File: src/rtl/core/fstrm_pkg.sv
// Package for the fan switch / tach RPM meter: states, command and status
// structs, field widths and arithmetic constants. No dependencies.
package fstrm_pkg;

  localparam int unsigned NOW_W     = 32;
  localparam int unsigned RPM_W     = 16;
  localparam int unsigned IVL_W     = 16;
  localparam int unsigned TALLY_W   = 32;
  localparam int unsigned NUM_W     = 48;  // tally * 60000 never wraps
  localparam int unsigned DIV_STEPS = 16;  // one quotient bit per step
  localparam int unsigned CNT_W     = 4;

  localparam logic [15:0]      RPM_PER_MIN = 16'd60000;
  localparam logic [RPM_W-1:0] RPM_MAX     = 16'hFFFF;
  localparam logic [TALLY_W-1:0] TALLY_MAX = 32'hFFFF_FFFF;

  // Item opcodes
  localparam logic OP_TACH = 1'b0;
  localparam logic OP_TICK = 1'b1;

  // Configuration register indexes
  localparam logic [1:0] REG_AUTO_MODE = 2'd0;
  localparam logic [1:0] REG_MANUAL_ON = 2'd1;
  localparam logic [1:0] REG_INTERVAL  = 2'd2;

  typedef enum logic [2:0] {
    S_IDLE,
    S_EVAL,
    S_MUL,
    S_CHK,
    S_DIV,
    S_PUB
  } fstrm_state_t;

  typedef struct packed {
    logic latch;     // capture accepted input word
    logic eval;      // fan switch logic, tally count, interval test
    logic mul;       // form numerator and denominator
    logic chk;       // saturation test, divider set-up
    logic div_step;  // one restoring division step
    logic pub;       // load output register
  } fstrm_cmd_t;

  typedef struct packed {
    logic meas;      // this tick starts a measurement
    logic sat;       // quotient would exceed RPM_MAX
    logic div_last;  // final division step
  } fstrm_sts_t;

endpackage

File: src/rtl/core/fstrm_ctrl.sv
// Controller FSM for the fan switch / tach RPM meter.
// Depends on fstrm_pkg.
module fstrm_ctrl import fstrm_pkg::*; (
  input  logic       clk,
  input  logic       rst_n,
  input  logic       in_valid,
  output logic       in_ready,
  output logic       out_valid,
  input  logic       out_ready,
  input  fstrm_sts_t sts,
  output fstrm_cmd_t cmd
);

  fstrm_state_t state_r, state_nxt;
  logic         out_valid_r, out_valid_nxt;

  always_ff @(posedge clk) begin
    if (!rst_n) begin
      state_r     <= S_IDLE;
      out_valid_r <= 1'b0;
    end else begin
      state_r     <= state_nxt;
      out_valid_r <= out_valid_nxt;
    end
  end

  // next state
  always_comb begin
    state_nxt = state_r;
    unique case (state_r)
      S_IDLE: if (in_valid) state_nxt = S_EVAL;
      S_EVAL: state_nxt = sts.meas ? S_MUL : S_PUB;
      S_MUL:  state_nxt = S_CHK;
      S_CHK:  state_nxt = sts.sat ? S_PUB : S_DIV;
      S_DIV:  if (sts.div_last) state_nxt = S_PUB;
      S_PUB:  if (!out_valid_r || out_ready) state_nxt = S_IDLE;
      default: state_nxt = S_IDLE;
    endcase
  end

  // outputs
  always_comb begin
    cmd      = '0;
    in_ready = 1'b0;
    unique case (state_r)
      S_IDLE: begin
        in_ready  = 1'b1;
        cmd.latch = in_valid;
      end
      S_EVAL: cmd.eval     = 1'b1;
      S_MUL:  cmd.mul      = 1'b1;
      S_CHK:  cmd.chk      = 1'b1;
      S_DIV:  cmd.div_step = 1'b1;
      S_PUB:  cmd.pub      = !out_valid_r || out_ready;
      default: cmd = '0;
    endcase
  end

  always_comb begin
    if (cmd.pub) begin
      out_valid_nxt = 1'b1;
    end else if (out_ready) begin
      out_valid_nxt = 1'b0;
    end else begin
      out_valid_nxt = out_valid_r;
    end
  end

  assign out_valid = out_valid_r;

endmodule

File: src/rtl/core/fstrm_dp.sv
// Datapath for the fan switch / tach RPM meter: state registers, multiplier,
// restoring divider and output register. Depends on fstrm_pkg.
module fstrm_dp import fstrm_pkg::*; #(
  parameter int unsigned PULSES_PER_REV = 2
) (
  input  logic             clk,
  input  logic             rst_n,
  input  fstrm_cmd_t       cmd,
  output fstrm_sts_t       sts,
  input  logic             in_op,
  input  logic [NOW_W-1:0] in_now_ms,
  input  logic             in_auto_demand,
  input  logic             auto_mode,
  input  logic             manual_on,
  input  logic [IVL_W-1:0] interval_ms,
  output logic             out_fan_on,
  output logic [RPM_W-1:0] out_rpm,
  output logic             out_rpm_updated
);

  localparam int unsigned PPR_W = $clog2(PULSES_PER_REV + 1);
  localparam int unsigned DEN_W = NOW_W + PPR_W;
  localparam int unsigned CMP_W = DEN_W + RPM_W;

  // captured word
  logic             op_r;
  logic [NOW_W-1:0] now_r;
  logic             demand_r;

  // measurement state
  logic               fan_r;
  logic [RPM_W-1:0]   speed_r;
  logic [TALLY_W-1:0] tally_r;
  logic [NOW_W-1:0]   start_r;
  logic               meas_r;
  logic [NOW_W-1:0]   elapsed_r;

  // arithmetic
  logic [NUM_W-1:0] num_r;
  logic [DEN_W-1:0] den_r;
  logic [CMP_W-1:0] rem_r, rem_nxt;
  logic [CMP_W-1:0] dsh_r;
  logic [RPM_W-1:0] quot_r, quot_nxt;
  logic [CNT_W-1:0] cnt_r;

  logic             want;
  logic [NOW_W-1:0] elapsed_c;
  logic [IVL_W-1:0] limit;
  logic             meas_c;
  logic             ge;

  always_ff @(posedge clk) begin
    if (cmd.latch) begin
      op_r     <= in_op;
      now_r    <= in_now_ms;
      demand_r <= in_auto_demand;
    end
  end

  assign want      = auto_mode ? demand_r : manual_on;
  assign elapsed_c = now_r - start_r;
  assign limit     = (interval_ms == '0) ? IVL_W'(1) : interval_ms;
  assign meas_c    = (op_r == OP_TICK) && want &&
                     (elapsed_c >= {{(NOW_W-IVL_W){1'b0}}, limit});

  assign ge       = rem_r >= dsh_r;
  assign rem_nxt  = ge ? (rem_r - dsh_r) : rem_r;
  assign quot_nxt = {quot_r[RPM_W-2:0], ge};

  assign sts.meas     = meas_c;
  assign sts.sat      = {{(CMP_W-NUM_W){1'b0}}, num_r} >= {den_r, {RPM_W{1'b0}}};
  assign sts.div_last = (cnt_r == '0);

  // architectural state
  always_ff @(posedge clk) begin
    if (!rst_n) begin
      fan_r   <= 1'b0;
      speed_r <= '0;
      tally_r <= '0;
      start_r <= '0;
    end else begin
      if (cmd.eval) begin
        if (op_r == OP_TACH) begin
          if (tally_r != TALLY_MAX) tally_r <= tally_r + TALLY_W'(1);
        end else begin
          fan_r <= want;
          if (fan_r && !want) begin
            speed_r <= '0;
            tally_r <= '0;
            start_r <= now_r;
          end
        end
      end
      if (cmd.mul) begin
        tally_r <= '0;
        start_r <= now_r;
      end
      if (cmd.chk && sts.sat) speed_r <= RPM_MAX;
      if (cmd.div_step && sts.div_last) speed_r <= quot_nxt;
    end
  end

  // divider and operand registers
  always_ff @(posedge clk) begin
    if (cmd.eval) begin
      meas_r    <= meas_c;
      elapsed_r <= elapsed_c;
    end
    if (cmd.mul) begin
      num_r <= NUM_W'(tally_r) * NUM_W'(RPM_PER_MIN);
      den_r <= DEN_W'(elapsed_r) * DEN_W'(PULSES_PER_REV);
    end
    if (cmd.chk) begin
      rem_r  <= {{(CMP_W-NUM_W){1'b0}}, num_r};
      dsh_r  <= {1'b0, den_r, {(RPM_W-1){1'b0}}};
      quot_r <= '0;
      cnt_r  <= CNT_W'(DIV_STEPS - 1);
    end
    if (cmd.div_step) begin
      rem_r  <= rem_nxt;
      quot_r <= quot_nxt;
      dsh_r  <= dsh_r >> 1;
      cnt_r  <= cnt_r - CNT_W'(1);
    end
  end

  // output register
  always_ff @(posedge clk) begin
    if (cmd.pub) begin
      out_fan_on      <= fan_r;
      out_rpm         <= speed_r;
      out_rpm_updated <= meas_r;
    end
  end

endmodule

File: src/rtl/core/fan_switch_tach_rpm_meter_top.sv
// Fan switch and tachometer RPM meter, top level.
// Steps per accepted word: a tach edge or a tick without measurement goes
// evaluate, publish; a measuring tick goes evaluate, multiply, check, then
// publish if the RPM saturates, else 16 restoring-divider steps, publish.
// One word at a time; publish waits while out_valid is held by out_ready low.
// Reset (rst_n, synchronous): fan off, RPM, pulse count and interval start
// zero; auto_mode 0, manual_on 0, publish interval 1000 ms.
module fan_switch_tach_rpm_meter_top import fstrm_pkg::*; #(
  parameter int unsigned PULSES_PER_REV = 2  // 1 to 8
) (
  input  logic             clk,
  input  logic             rst_n,
  // configuration
  input  logic             cfg_we,
  input  logic [1:0]       cfg_idx,
  input  logic [IVL_W-1:0] cfg_wdata,
  // input words
  input  logic             in_valid,
  output logic             in_ready,
  input  logic             in_op,
  input  logic [NOW_W-1:0] in_now_ms,
  input  logic             in_auto_demand,
  // result words
  output logic             out_valid,
  input  logic             out_ready,
  output logic             out_fan_on,
  output logic [RPM_W-1:0] out_rpm,
  output logic             out_rpm_updated
);

  // Configuration registers; writes to an unused index are dropped.
  logic             auto_mode_r;
  logic             manual_on_r;
  logic [IVL_W-1:0] interval_r;

  always_ff @(posedge clk) begin
    if (!rst_n) begin
      auto_mode_r <= 1'b0;
      manual_on_r <= 1'b0;
      interval_r  <= IVL_W'(1000);
    end else if (cfg_we) begin
      unique case (cfg_idx)
        REG_AUTO_MODE: auto_mode_r <= cfg_wdata[0];
        REG_MANUAL_ON: manual_on_r <= cfg_wdata[0];
        REG_INTERVAL:  interval_r  <= cfg_wdata;
        default: ;
      endcase
    end
  end

  fstrm_cmd_t cmd;
  fstrm_sts_t sts;

  // Sequencer: evaluate, multiply, saturation check, divide, publish.
  fstrm_ctrl u_ctrl (
    .clk       (clk),
    .rst_n     (rst_n),
    .in_valid  (in_valid),
    .in_ready  (in_ready),
    .out_valid (out_valid),
    .out_ready (out_ready),
    .sts       (sts),
    .cmd       (cmd)
  );

  // Fan/tally state, 32x16 multiplier, bit-serial divider, output register.
  fstrm_dp #(
    .PULSES_PER_REV (PULSES_PER_REV)
  ) u_dp (
    .clk             (clk),
    .rst_n           (rst_n),
    .cmd             (cmd),
    .sts             (sts),
    .in_op           (in_op),
    .in_now_ms       (in_now_ms),
    .in_auto_demand  (in_auto_demand),
    .auto_mode       (auto_mode_r),
    .manual_on       (manual_on_r),
    .interval_ms     (interval_r),
    .out_fan_on      (out_fan_on),
    .out_rpm         (out_rpm),
    .out_rpm_updated (out_rpm_updated)
  );

endmodule
File: config.mk
export PLATFORM = sky130hd
export DESIGN_NAME = fan_switch_tach_rpm_meter_top
export DESIGN_NICKNAME = d
export VERILOG_FILES = /design/src/rtl/core/fstrm_pkg.sv /design/src/rtl/core/fstrm_ctrl.sv /design/src/rtl/core/fstrm_dp.sv /design/src/rtl/core/fan_switch_tach_rpm_meter_top.sv
export SDC_FILE = /design/constraint.sdc
export NUM_CORES = 1
export LEC_CHECK = 0
export BUFFER_PORTS_ARGS = -buffer_cell sky130_fd_sc_hd__buf_4
export CAP_MARGIN = 20
export CORE_AREA = 2 2 325 327
export DETAILED_ROUTE_END_ITERATION = 7
export DIE_AREA = 0 0 327 329
export HOLD_SLACK_MARGIN = 0.02
export PLACE_DENSITY = 0.38
export RECOVER_POWER = 25
export REMOVE_ABC_BUFFERS = 1
export SYNTH_ARGS = -nofsm -noshare
export SYNTH_HDL_FRONTEND = slang
export SYNTH_SLANG_ARGS = --single-unit
File: constraint.sdc
create_clock -name clk -period 8.1 [get_ports clk]
set_input_delay 0.81 -clock clk [delete_from_list [all_inputs] [get_ports clk]]
set_output_delay 0.81 -clock clk [all_outputs]
set_load 0.1 [all_outputs]
After elaboration in Yosys (flattened, before gate mapping)
Cells that the tools add are included.
W data, S select, Z words.
{ "word_totals": {"out_inout_bits": 20, "ff_bits": 380, "inputBits": 57, "wordCells": 115} }
{ "op_classes": {"n_reduce_logical": 31, "mux": 38, "n_lt_le_gt_ge": 3, "addsub": 4, "multipliers": 1, "n_bitwise": 1, "eq_ne": 13} }
{ "ops": {"columns": ["operator", "count"], "rows": [
  ["$mux W32", 7],
  ["$mux W50", 3],
  ["$mux W16", 6],
  ["$ge A50 B48 Y1", 1],
  ["$sub A50 B48 Y50", 1],
  ["$ge A48 B49 Y1", 1],
  ["$mux W48", 1],
  ["$mux W47", 1],
  ["$mul A32 B11 Y43 const B", 1],
  ["$add A32 B1 Y32 const B", 1],
  ["$ge A32 B16 Y1", 1],
  ["$ne A32 B32 Y1 const B", 1],
  ["$sub A32 B32 Y32", 1],
  ["$mux W15", 2],
  ["$pmux W3 S6", 1],
  ["$logic_not A16 Y1", 1],
  ["$mux W3", 4],
  ["$reduce_and A3 Y1", 4],
  ["$reduce_bool A2 Y1", 6],
  ["$mux W1", 11],
  ["$reduce_and A2 Y1", 5],
  ["$reduce_bool A3 Y1", 3],
  ["$mux W4", 2],
  ["$eq A3 B2 Y1 const B", 2],
  ["other kinds (15)", 24]
]} }

Longest topological paths before layout
Gate-level depths: netlist of run 1.
{ "logic_depth": {"word_depth": 8, "ltp_mapped": 20, "mapped_depth_nobuf": 20} }

Hierarchy
A second synthesis of run 1 with hierarchy kept.
{ "hier_totals": {"cells_unflattened": 2596, "area_unflattened_um2": 26215.1} }
{ "modules_own_cells": {"columns": ["mod", "seq_area_each_um2", "area_per_inst_um2", "cells_each", "n_inst"], "rows": [
  ["fstrm_dp", 9939.5, 25170.4, 2480, 1],
  ["fan_switch_tach_rpm_meter_top", 360.3, 777.0, 80, 1],
  ["fstrm_ctrl", 80.1, 267.8, 36, 1]
]} }

Worst setup path after synthesis of run 1
No wires, ideal clock.
{ "synth_path": {"path_type": "register to register", "startpoint": "register u_dp.dsh_r[0]", "endpoint": "register u_dp.rem_r[0] (enable)", "setup_ps": 527, "required_ps": 7573, "t_arrival_ps": 5962, "path_slack_ps": 1611, "synth_period_minus_slack_ps": 6489, "path_buffers": 0, "path_stages_with_launch": 12, "cell_sequence": "edfxtp_1 -> ha_1 -> fa_1 -> nand2b_1 -> a211oi_1 -> nor3b_1 -> o21a_1 -> o221ai_1 -> a31o_2 -> a21o_1 -> o21ai_0 -> o21ai_0"} }
{ "synth_between": {"elab_chain_cells": 3} }
{ "synth_rtl": {"columns": ["item", "line", "rtl"], "rows": [
  ["start: declaration", "fstrm_dp.sv:42", "logic [CMP_W-1:0] dsh_r;"],
  ["start signal: assignment", "fstrm_dp.sv:115", "dsh_r <= {1'b0, den_r, {(RPM_W-1){1'b0}}};"],
  ["start signal: assignment", "fstrm_dp.sv:122", "dsh_r <= dsh_r >> 1;"],
  ["$ge A50 B48 Y1", "fstrm_dp.sv:66", "assign ge = rem_r >= dsh_r;"],
  ["$ne A2 B2 Y1 (no line)", null, null],
  ["$reduce_and A2 Y1 (no line)", null, null],
  ["end signal: assignment", "fstrm_dp.sv:114", "rem_r <= {{(CMP_W-NUM_W){1'b0}}, num_r};"],
  ["end signal: assignment", "fstrm_dp.sv:120", "rem_r <= rem_nxt;"],
  ["end: declaration", "fstrm_dp.sv:41", "logic [CMP_W-1:0] rem_r, rem_nxt;"]
]} }
No other way between the ends.
A chain may end at the register's enable or synchronous reset.

Worst setup path after layout of run 1
{ "layout_path": {"startpoint": "register u_dp.tally_r[3]", "endpoint": "register u_dp.num_r[44], data pin"} }
{ "layout_between": {"elab_chain_cells": 1} }
{ "layout_rtl": {"columns": ["item", "line", "rtl"], "rows": [
  ["start: declaration", "fstrm_dp.sv:33", "logic [TALLY_W-1:0] tally_r;"],
  ["start signal: assignment", "fstrm_dp.sv:84", "if (tally_r != TALLY_MAX) tally_r <= tally_r + TALLY_W'(1);"],
  ["$mul A32 B11 Y43", "fstrm_dp.sv:110", "num_r <= NUM_W'(tally_r) * NUM_W'(RPM_PER_MIN);"],
  ["end signal: assignment", "fstrm_dp.sv:110", null],
  ["end: declaration", "fstrm_dp.sv:39", "logic [NUM_W-1:0] num_r;"]
]} }
No other way between the ends.

==> results of run 1 <==
==> report_power, final <==
part	switching [mW]	total, mW	internal, mW	leakage, nW
clock network	0.943	2.41	1.47	0.889
logic	0.759	1.19	0.431	8.24
registers	0.0658	2.37	2.31	3.46
total	1.77	5.98	4.21	12.6
==> Yosys cell counts, drive strengths merged, types with 12 or more instances <==
master,instances
a21oi,162
o21a,20
edfxtp,277
nor2,137
o21bai,21
xor2,44
nand3,59
nor2b,27
o31ai,12
inv,378
o21ai,140
a31oi,26
fa,143
nand2,268
a211oi,22
ha,237
clkbuf,65
xnor2,87
and3,22
a21o,75
dfxtp,103
o211ai,15
nand4,24
nand2b,24
and2,26
nor3,30
==> cells by family (layout without fill, tap and decap cells) <==
kind of cell             after synthesis  in the layout  synth area share [%]
adder cells (fa/ha/maj)              380            380                 22.54
buffers and inverters                444            563                 6.460
multiplexers                           9              9                0.3533
XOR/XNOR                             131            131                 4.437
AND/OR/NAND/NOR                      687            687                 12.61
flip-flops                           380            380                 40.15
AO/OA/AOI/OAI                        553            553                 13.46
==> registers in the layout (all words and copies together), names as in the netlist, 32 cells and up <==
signal	cells
u_dp.start_r	32
u_dp.num_r	43
u_dp.den_r	32
u_dp.dsh_r	48
u_dp.rem_r	50
u_dp.elapsed_r	32
u_dp.now_r	32
u_dp.tally_r	32
==> through the flow <==
| stage | hold WS, ns | cells | util, % |
|---|---|---|---|
| 6_report | 0.3663 | 4094 | 28.62 |
| 3_5_place_dp | 0.4045 | 3997 | 26.86 |
| 2_1_floorplan | 0.4003 | 2518 | - |
| 3_3_place_gp | 0.4114 | 3997 | 26.86 |
| 5_1_grt | 0.3213 | 4094 | 28.62 |
| 4_1_cts | 0.2908 | 4091 | 28.62 |
==> final timing paths <==
path | slack (ns) | endpoint | depth (start not counted) | from
hold reg to reg | 0.42 | u_dp.den_r[8] | 0 | u_dp.elapsed_r[7]
hold / removal | 0.37 | u_dp.now_r[6] | 1 | in_now_ms[6]
setup / recovery | 1.18 | u_dp.num_r[44] | 19 | u_dp.tally_r[3]
setup reg to reg | 1.18 | u_dp.num_r[44] | 19 | u_dp.tally_r[3]
==> placed cells by master (no fill, tap or decap), drive strengths merged, types with 27 or more instances in the layout <==
master	n
a21o	75
dfxtp	103
nand3	59
fa	143
a21oi	162
ha	237
nor3	30
buf	53
xor2	44
xnor2	87
inv	381
edfxtp	277
nor2b	27
clkbuf	102
o21ai	140
nand2	268
nor2	137
==> routing by layer <==
layer  part of all wire [%]  wire (microns)  vias up
li1                       -               -     9073
met1                     47           30410     9006
met4                    1.9            1192        0
met3                    2.9            1857       70
met5                      0               0        -
met2                     48           30740      228
==> area by class of cell <==
type                            instances  area [sq um]
Timing Repair Buffer                   91         665.6
Fill cell                           10920         74510
Tap cell                             1391          1740
Clock inverter                         30         397.9
Inverter                              378          1419
Clock buffer                           64          1440
Sequential cell                       380         10380
Multi-Input combinational cell       1760         13830
==> impl_metrics.py, run 1 <==
metrics = {
    "min_path": {
        "hp-class": "primary input to flip-flop",
    },
    "synthesis": {
        "synthCells": 2584,
        "yosysUniqueCellTypes": 79,
        "synth.ff_latch_count": 380,
        "netlist_area_sq_um": 25860,
        "synth_edf_count": 277,
        "synth_ff_type": "edfxtp_1",
        "yosys-top-cells-area": "edfxtp_1, ha_1, fa_1, dfxtp_1, inv_1",
        "ys_seq_area_share_pct": 40.15,
        "yosysTopAreaCellShare_pct": 32.17,
        "avgSynthCellArea_sq_um": 10.01,
        "synth_area_leader_cell": "edfxtp_1",
        "async_flop_share_pct": 0,
        "ys_warn_count": 0,
    },
    "critical_path": {
        "crit_family": "adder cells",
        "cp_cell_sequence": "inv_1, fa_1, inv_1, fa_1, fa_1, inv_1, fa_1, fa_1, inv_1, ha_1, and3_1, o211ai_1, o21ai_0, o21ai_0, o311ai_0, o211ai_1, o21ai_0, nor4b_1, a211o_1",
        "start_kind": "flip-flop",
        "cp_slowest_stage_delay_ns": 0.63,
        "end_kind": "flip-flop",
        "crit_top_cell": "fa_1",
        "critPathSlowestCell": "o21ai_0",
        "critPathMaxFanout": 7,
        "path_class": "flip-flop to flip-flop",
        "arrival_ns": 7.26,
        "cp.buffers_inverters": 4,
        "crit_required_ns": 8.44,
    },
    "cts": {
        "cts_hold_buffers": 0,
        "post_cts_resize_count": 0,
        "clock_sinks": 380,
        "cts_made_buffers": 50,
        "root_buffer": "clkbuf_16",
        "h-tree-depth": 2,
        "clk_path_buf_depth": 3,
        "cts_tree": "built",
        "path_clk_slew_ns": 0.06,
        "postCtsSetupBuffers": 0,
        "insertion_delay_ns": 0.64,
    },
    "routing": {
        "ant_nets": 0,
        "dr.first_iter.drc_count": 1015,
        "drc": 0,
        "dr.pass1.iters": 7,
        "viasPerCell": 4.489,
        "via_count": 18380,
        "wl_mm": 64.20,
        "avgRoutedWirePerCell_microns": 15.68,
    },
    "sta": {
        "tightestPinTransition_ns": 3.187,
        "fin_crit_sh_pct": 85.46,
        "min_period_ns": 6.922,
        "layout_setup_ws_ns": 1.178,
        "hold_viol_final": 0,
        "fmax_mhz": 144.5,
        "drv_slew": 208,
        "setup-tns-final_ns": 0,
        "rsz0062_at_grt": "no",
        "finClkSkew_ns": 0.05686,
        "setup-violations-final": 0,
        "slew-limit-headroom_pct": -112.4,
    },
    "run_status": {
        "status": "finished with violations",
        "violations": "capacitance limit, slew limit",
    },
    "pwr": {
        "max-vdd-ir-drop_mv": 0.1725,
        "p_per_area_nw_per_um2": 200.0,
        "p_total_mw": 5.975,
        "p_leak_nw": 12.59,
    },
    "finish": {
        "finalNetCount": 3098,
        "final_cell_area_sq_um": 29870,
        "syn2layout_area_growth_pct": 15.52,
        "antenna_cells": 0,
        "layout-drive-gt1-share_pct": 7.436,
    },
    "global_route": {
        "use_met3_pct": 1.572,
        "grt_use_met1_pct": 16.45,
        "first_global_vias": 19180,
        "busiest_layer": "met2",
        "grt_usage_pct": 12.12,
        "grt_overflow": 0,
        "grt_first_pass_wirelength_mm": 105.8,
        "antenna_found_initial": 0,
        "use_met2_pct": 20.53,
        "grt_max_degree": 82,
    },
    "floorplan": {
        "die_area_sq_um": 107600,
        "die_h_microns": 329,
        "dieWidth_microns": 327,
        "rows": 119,
        "initial_core_util_pct": 24.77,
        "coreArea_sq_um": 104400,
        "top_level_ports": 77,
    },
    "place": {
        "port_buffers": 76,
        "pre_cts_slack_ns": 1.237,
        "place_hpwl_mm": 49.97,
        "placed_area_sq_um": 28040,
        "gp_congestion": 0.8058,
    },
    "job": {
        "drv_cap": 4,
    },
}
Note: power is estimated with default switching activity, not from simulation.
==> run 2, diff against run 1 <==
--- a/config.mk
+++ b/config.mk
@@ -12,7 +12,6 @@
 export DIE_AREA = 0 0 327 329
 export HOLD_SLACK_MARGIN = 0.02
 export PLACE_DENSITY = 0.38
-export RECOVER_POWER = 25
 export REMOVE_ABC_BUFFERS = 1
 export SYNTH_ARGS = -nofsm -noshare
 export SYNTH_HDL_FRONTEND = slang
==> run 2 against run 1 <==
  * The flow now finishes without violations
  * Combinational power is essentially flat
  * Critical path depth is the same
  * Via count shrank 0.17%
  * Sequential cell count is the same
  * Routed wire length is essentially flat
  * Worst setup slack gained 0.018 ns
  * Cell count is the same
  * Final area is essentially flat
  * Clock skew grew 0.0028 ns
  * Global-route usage is the same
  * Largest cell class unchanged
==> impl_metrics.py, run 2 (same netlist as run 1, synthesis figures left out) <==
metrics = {
    "sta": {
        "fmax_mhz": 144.8,
        "tightestPinTransition_ns": 1.010,
        "setup-tns-final_ns": 0,
        "setup-violations-final": 0,
        "hold_viol_final": 0,
        "hold_slack_ns": 0.3413,
        "finClkSkew_ns": 0.05963,
        "fin_crit_sh_pct": 85.24,
        "slew-limit-headroom_pct": 32.59,
        "min_period_ns": 6.904,
        "layout_setup_ws_ns": 1.196,
        "rsz0062_at_grt": "no",
        "drv_slew": 0,
    },
    "critical_path": {
        "crit_family": "adder cells",
        "crit_required_ns": 8.44,
        "arrival_ns": 7.25,
        "cp_slowest_stage_delay_ns": 0.63,
        "cp.buffers_inverters": 4,
        "critPathSlowestCell": "o21ai_0",
        "crit_top_cell": "fa_1",
        "end_kind": "flip-flop",
        "path_class": "flip-flop to flip-flop",
        "cp_cell_sequence": "inv_1, fa_1, inv_1, fa_1, fa_1, inv_1, fa_1, fa_1, inv_1, ha_1, and3_1, o211ai_1, o21ai_0, o21ai_0, o311ai_0, o211ai_1, o21ai_0, nor4b_1, a211o_1",
        "start_kind": "flip-flop",
        "critPathMaxFanout": 7,
    },
    "floorplan": {
        "rows": 119,
        "die_h_microns": 329,
        "initial_core_util_pct": 24.77,
        "dieWidth_microns": 327,
        "coreArea_sq_um": 104400,
        "die_area_sq_um": 107600,
        "top_level_ports": 77,
    },
    "place": {
        "placed_area_sq_um": 28040,
        "place_hpwl_mm": 49.97,
        "dp_cells": 3997,
        "gp_congestion": 0.8058,
        "pre_cts_slack_ns": 1.237,
        "port_buffers": 76,
    },
    "finish": {
        "final_common_cell": "inv_1",
        "layout_common_cells": "inv_1, edfxtp_1, nand2_1",
        "layout-drive-gt1-share_pct": 7.806,
        "regMostFlops": "u_dp.rem_r",
        "syn2layout_area_growth_pct": 15.63,
        "finalNetCount": 3098,
        "finalNonFillerCells": 4094,
        "largest_reg_flops": 50,
        "final_cell_area_sq_um": 29900,
        "antenna_cells": 0,
        "fill_cells": 10920,
        "final_util_pct": 28.64,
        "reg.largest.list": "u_dp.rem_r (50), u_dp.dsh_r (48), u_dp.num_r (43)",
    },
    "cts": {
        "path_clk_slew_ns": 0.06,
        "cts_hold_buffers": 0,
        "h-tree-depth": 2,
        "cts_tree": "built",
        "postCtsSetupBuffers": 0,
        "post_cts_resize_count": 0,
        "insertion_delay_ns": 0.64,
        "root_buffer": "clkbuf_16",
        "clk_path_buf_depth": 3,
        "clock_sinks": 380,
        "cts_made_buffers": 50,
    },
    "global_route": {
        "busiest_layer": "met2",
        "grt_overflow": 0,
        "antenna_found_initial": 0,
        "grt_max_degree": 82,
        "use_met3_pct": 1.572,
        "use_met2_pct": 20.53,
        "grt_first_pass_wirelength_mm": 105.8,
        "first_global_vias": 19180,
        "grt_usage_pct": 12.12,
        "grt_use_met1_pct": 16.45,
    },
    "run_status": {
        "status": "complete, no violations",
    },
    "pwr": {
        "p_leak_nw": 12.63,
        "p_total_mw": 5.972,
        "p_per_area_nw_per_um2": 199.8,
        "max-vdd-ir-drop_mv": 0.1720,
    },
    "routing": {
        "dr.first_iter.drc_count": 1119,
        "drc": 0,
        "via_count": 18350,
        "ant_nets": 0,
        "dr.pass1.iters": 8,
        "viasPerCell": 4.481,
        "avgRoutedWirePerCell_microns": 15.68,
        "wl_mm": 64.19,
    },
    "job": {
        "drv_cap": 0,
    },
    "min_path": {
        "hp-class": "primary input to flip-flop",
    },
}
[run 2: cell types whose count changed in the layout (fill, tap and decap cells not counted), moves of 2 or more]
cell,delta
and2_1,+8
buf_4,+38
clkbuf_4,-33
clkbuf_1,-5
inv_2,+2
and2_0,-8
[run 2: final cells by class]
class | count | area (sq um) | share of cell area, %
flip-flops and latches | 380 | 10380 | 34.72
multi-input cells | 1760 | 13840 | 46.28
clock buffers | 64 | 1440 | 4.817
inverters | 378 | 1419 | 4.746
well taps | 1391 | 1740 | 5.821
repair buffers | 91 | 684.4 | 2.289
clock inverters | 30 | 397.9 | 1.331
[run 2: layer usage]
metal	up-vias	share of wire (%)
met1	8982	47
li1	9074	-
met2	220	48
met3	70	2.9
met5	-	0
met4	0	1.7
[run 2: path summary, 6_finish.rpt]
kind | from | to | slack [ns] | cells after the start
min | in_now_ms[6] | u_dp.now_r[6] | 0.34 | 1
min reg2reg | u_dp.elapsed_r[7] | u_dp.den_r[8] | 0.42 | 0
max | u_dp.tally_r[3] | u_dp.num_r[44] | 1.20 | 19
max reg2reg | u_dp.tally_r[3] | u_dp.num_r[44] | 1.20 | 19
[run 2: where the power goes]
part | leakage (nW) | total (mW) | switching (mW) | internal [mW]
registers | 3.46 | 2.37 | 0.0657 | 2.31
logic | 8.28 | 1.19 | 0.759 | 0.429
clock network | 0.889 | 2.41 | 0.944 | 1.47
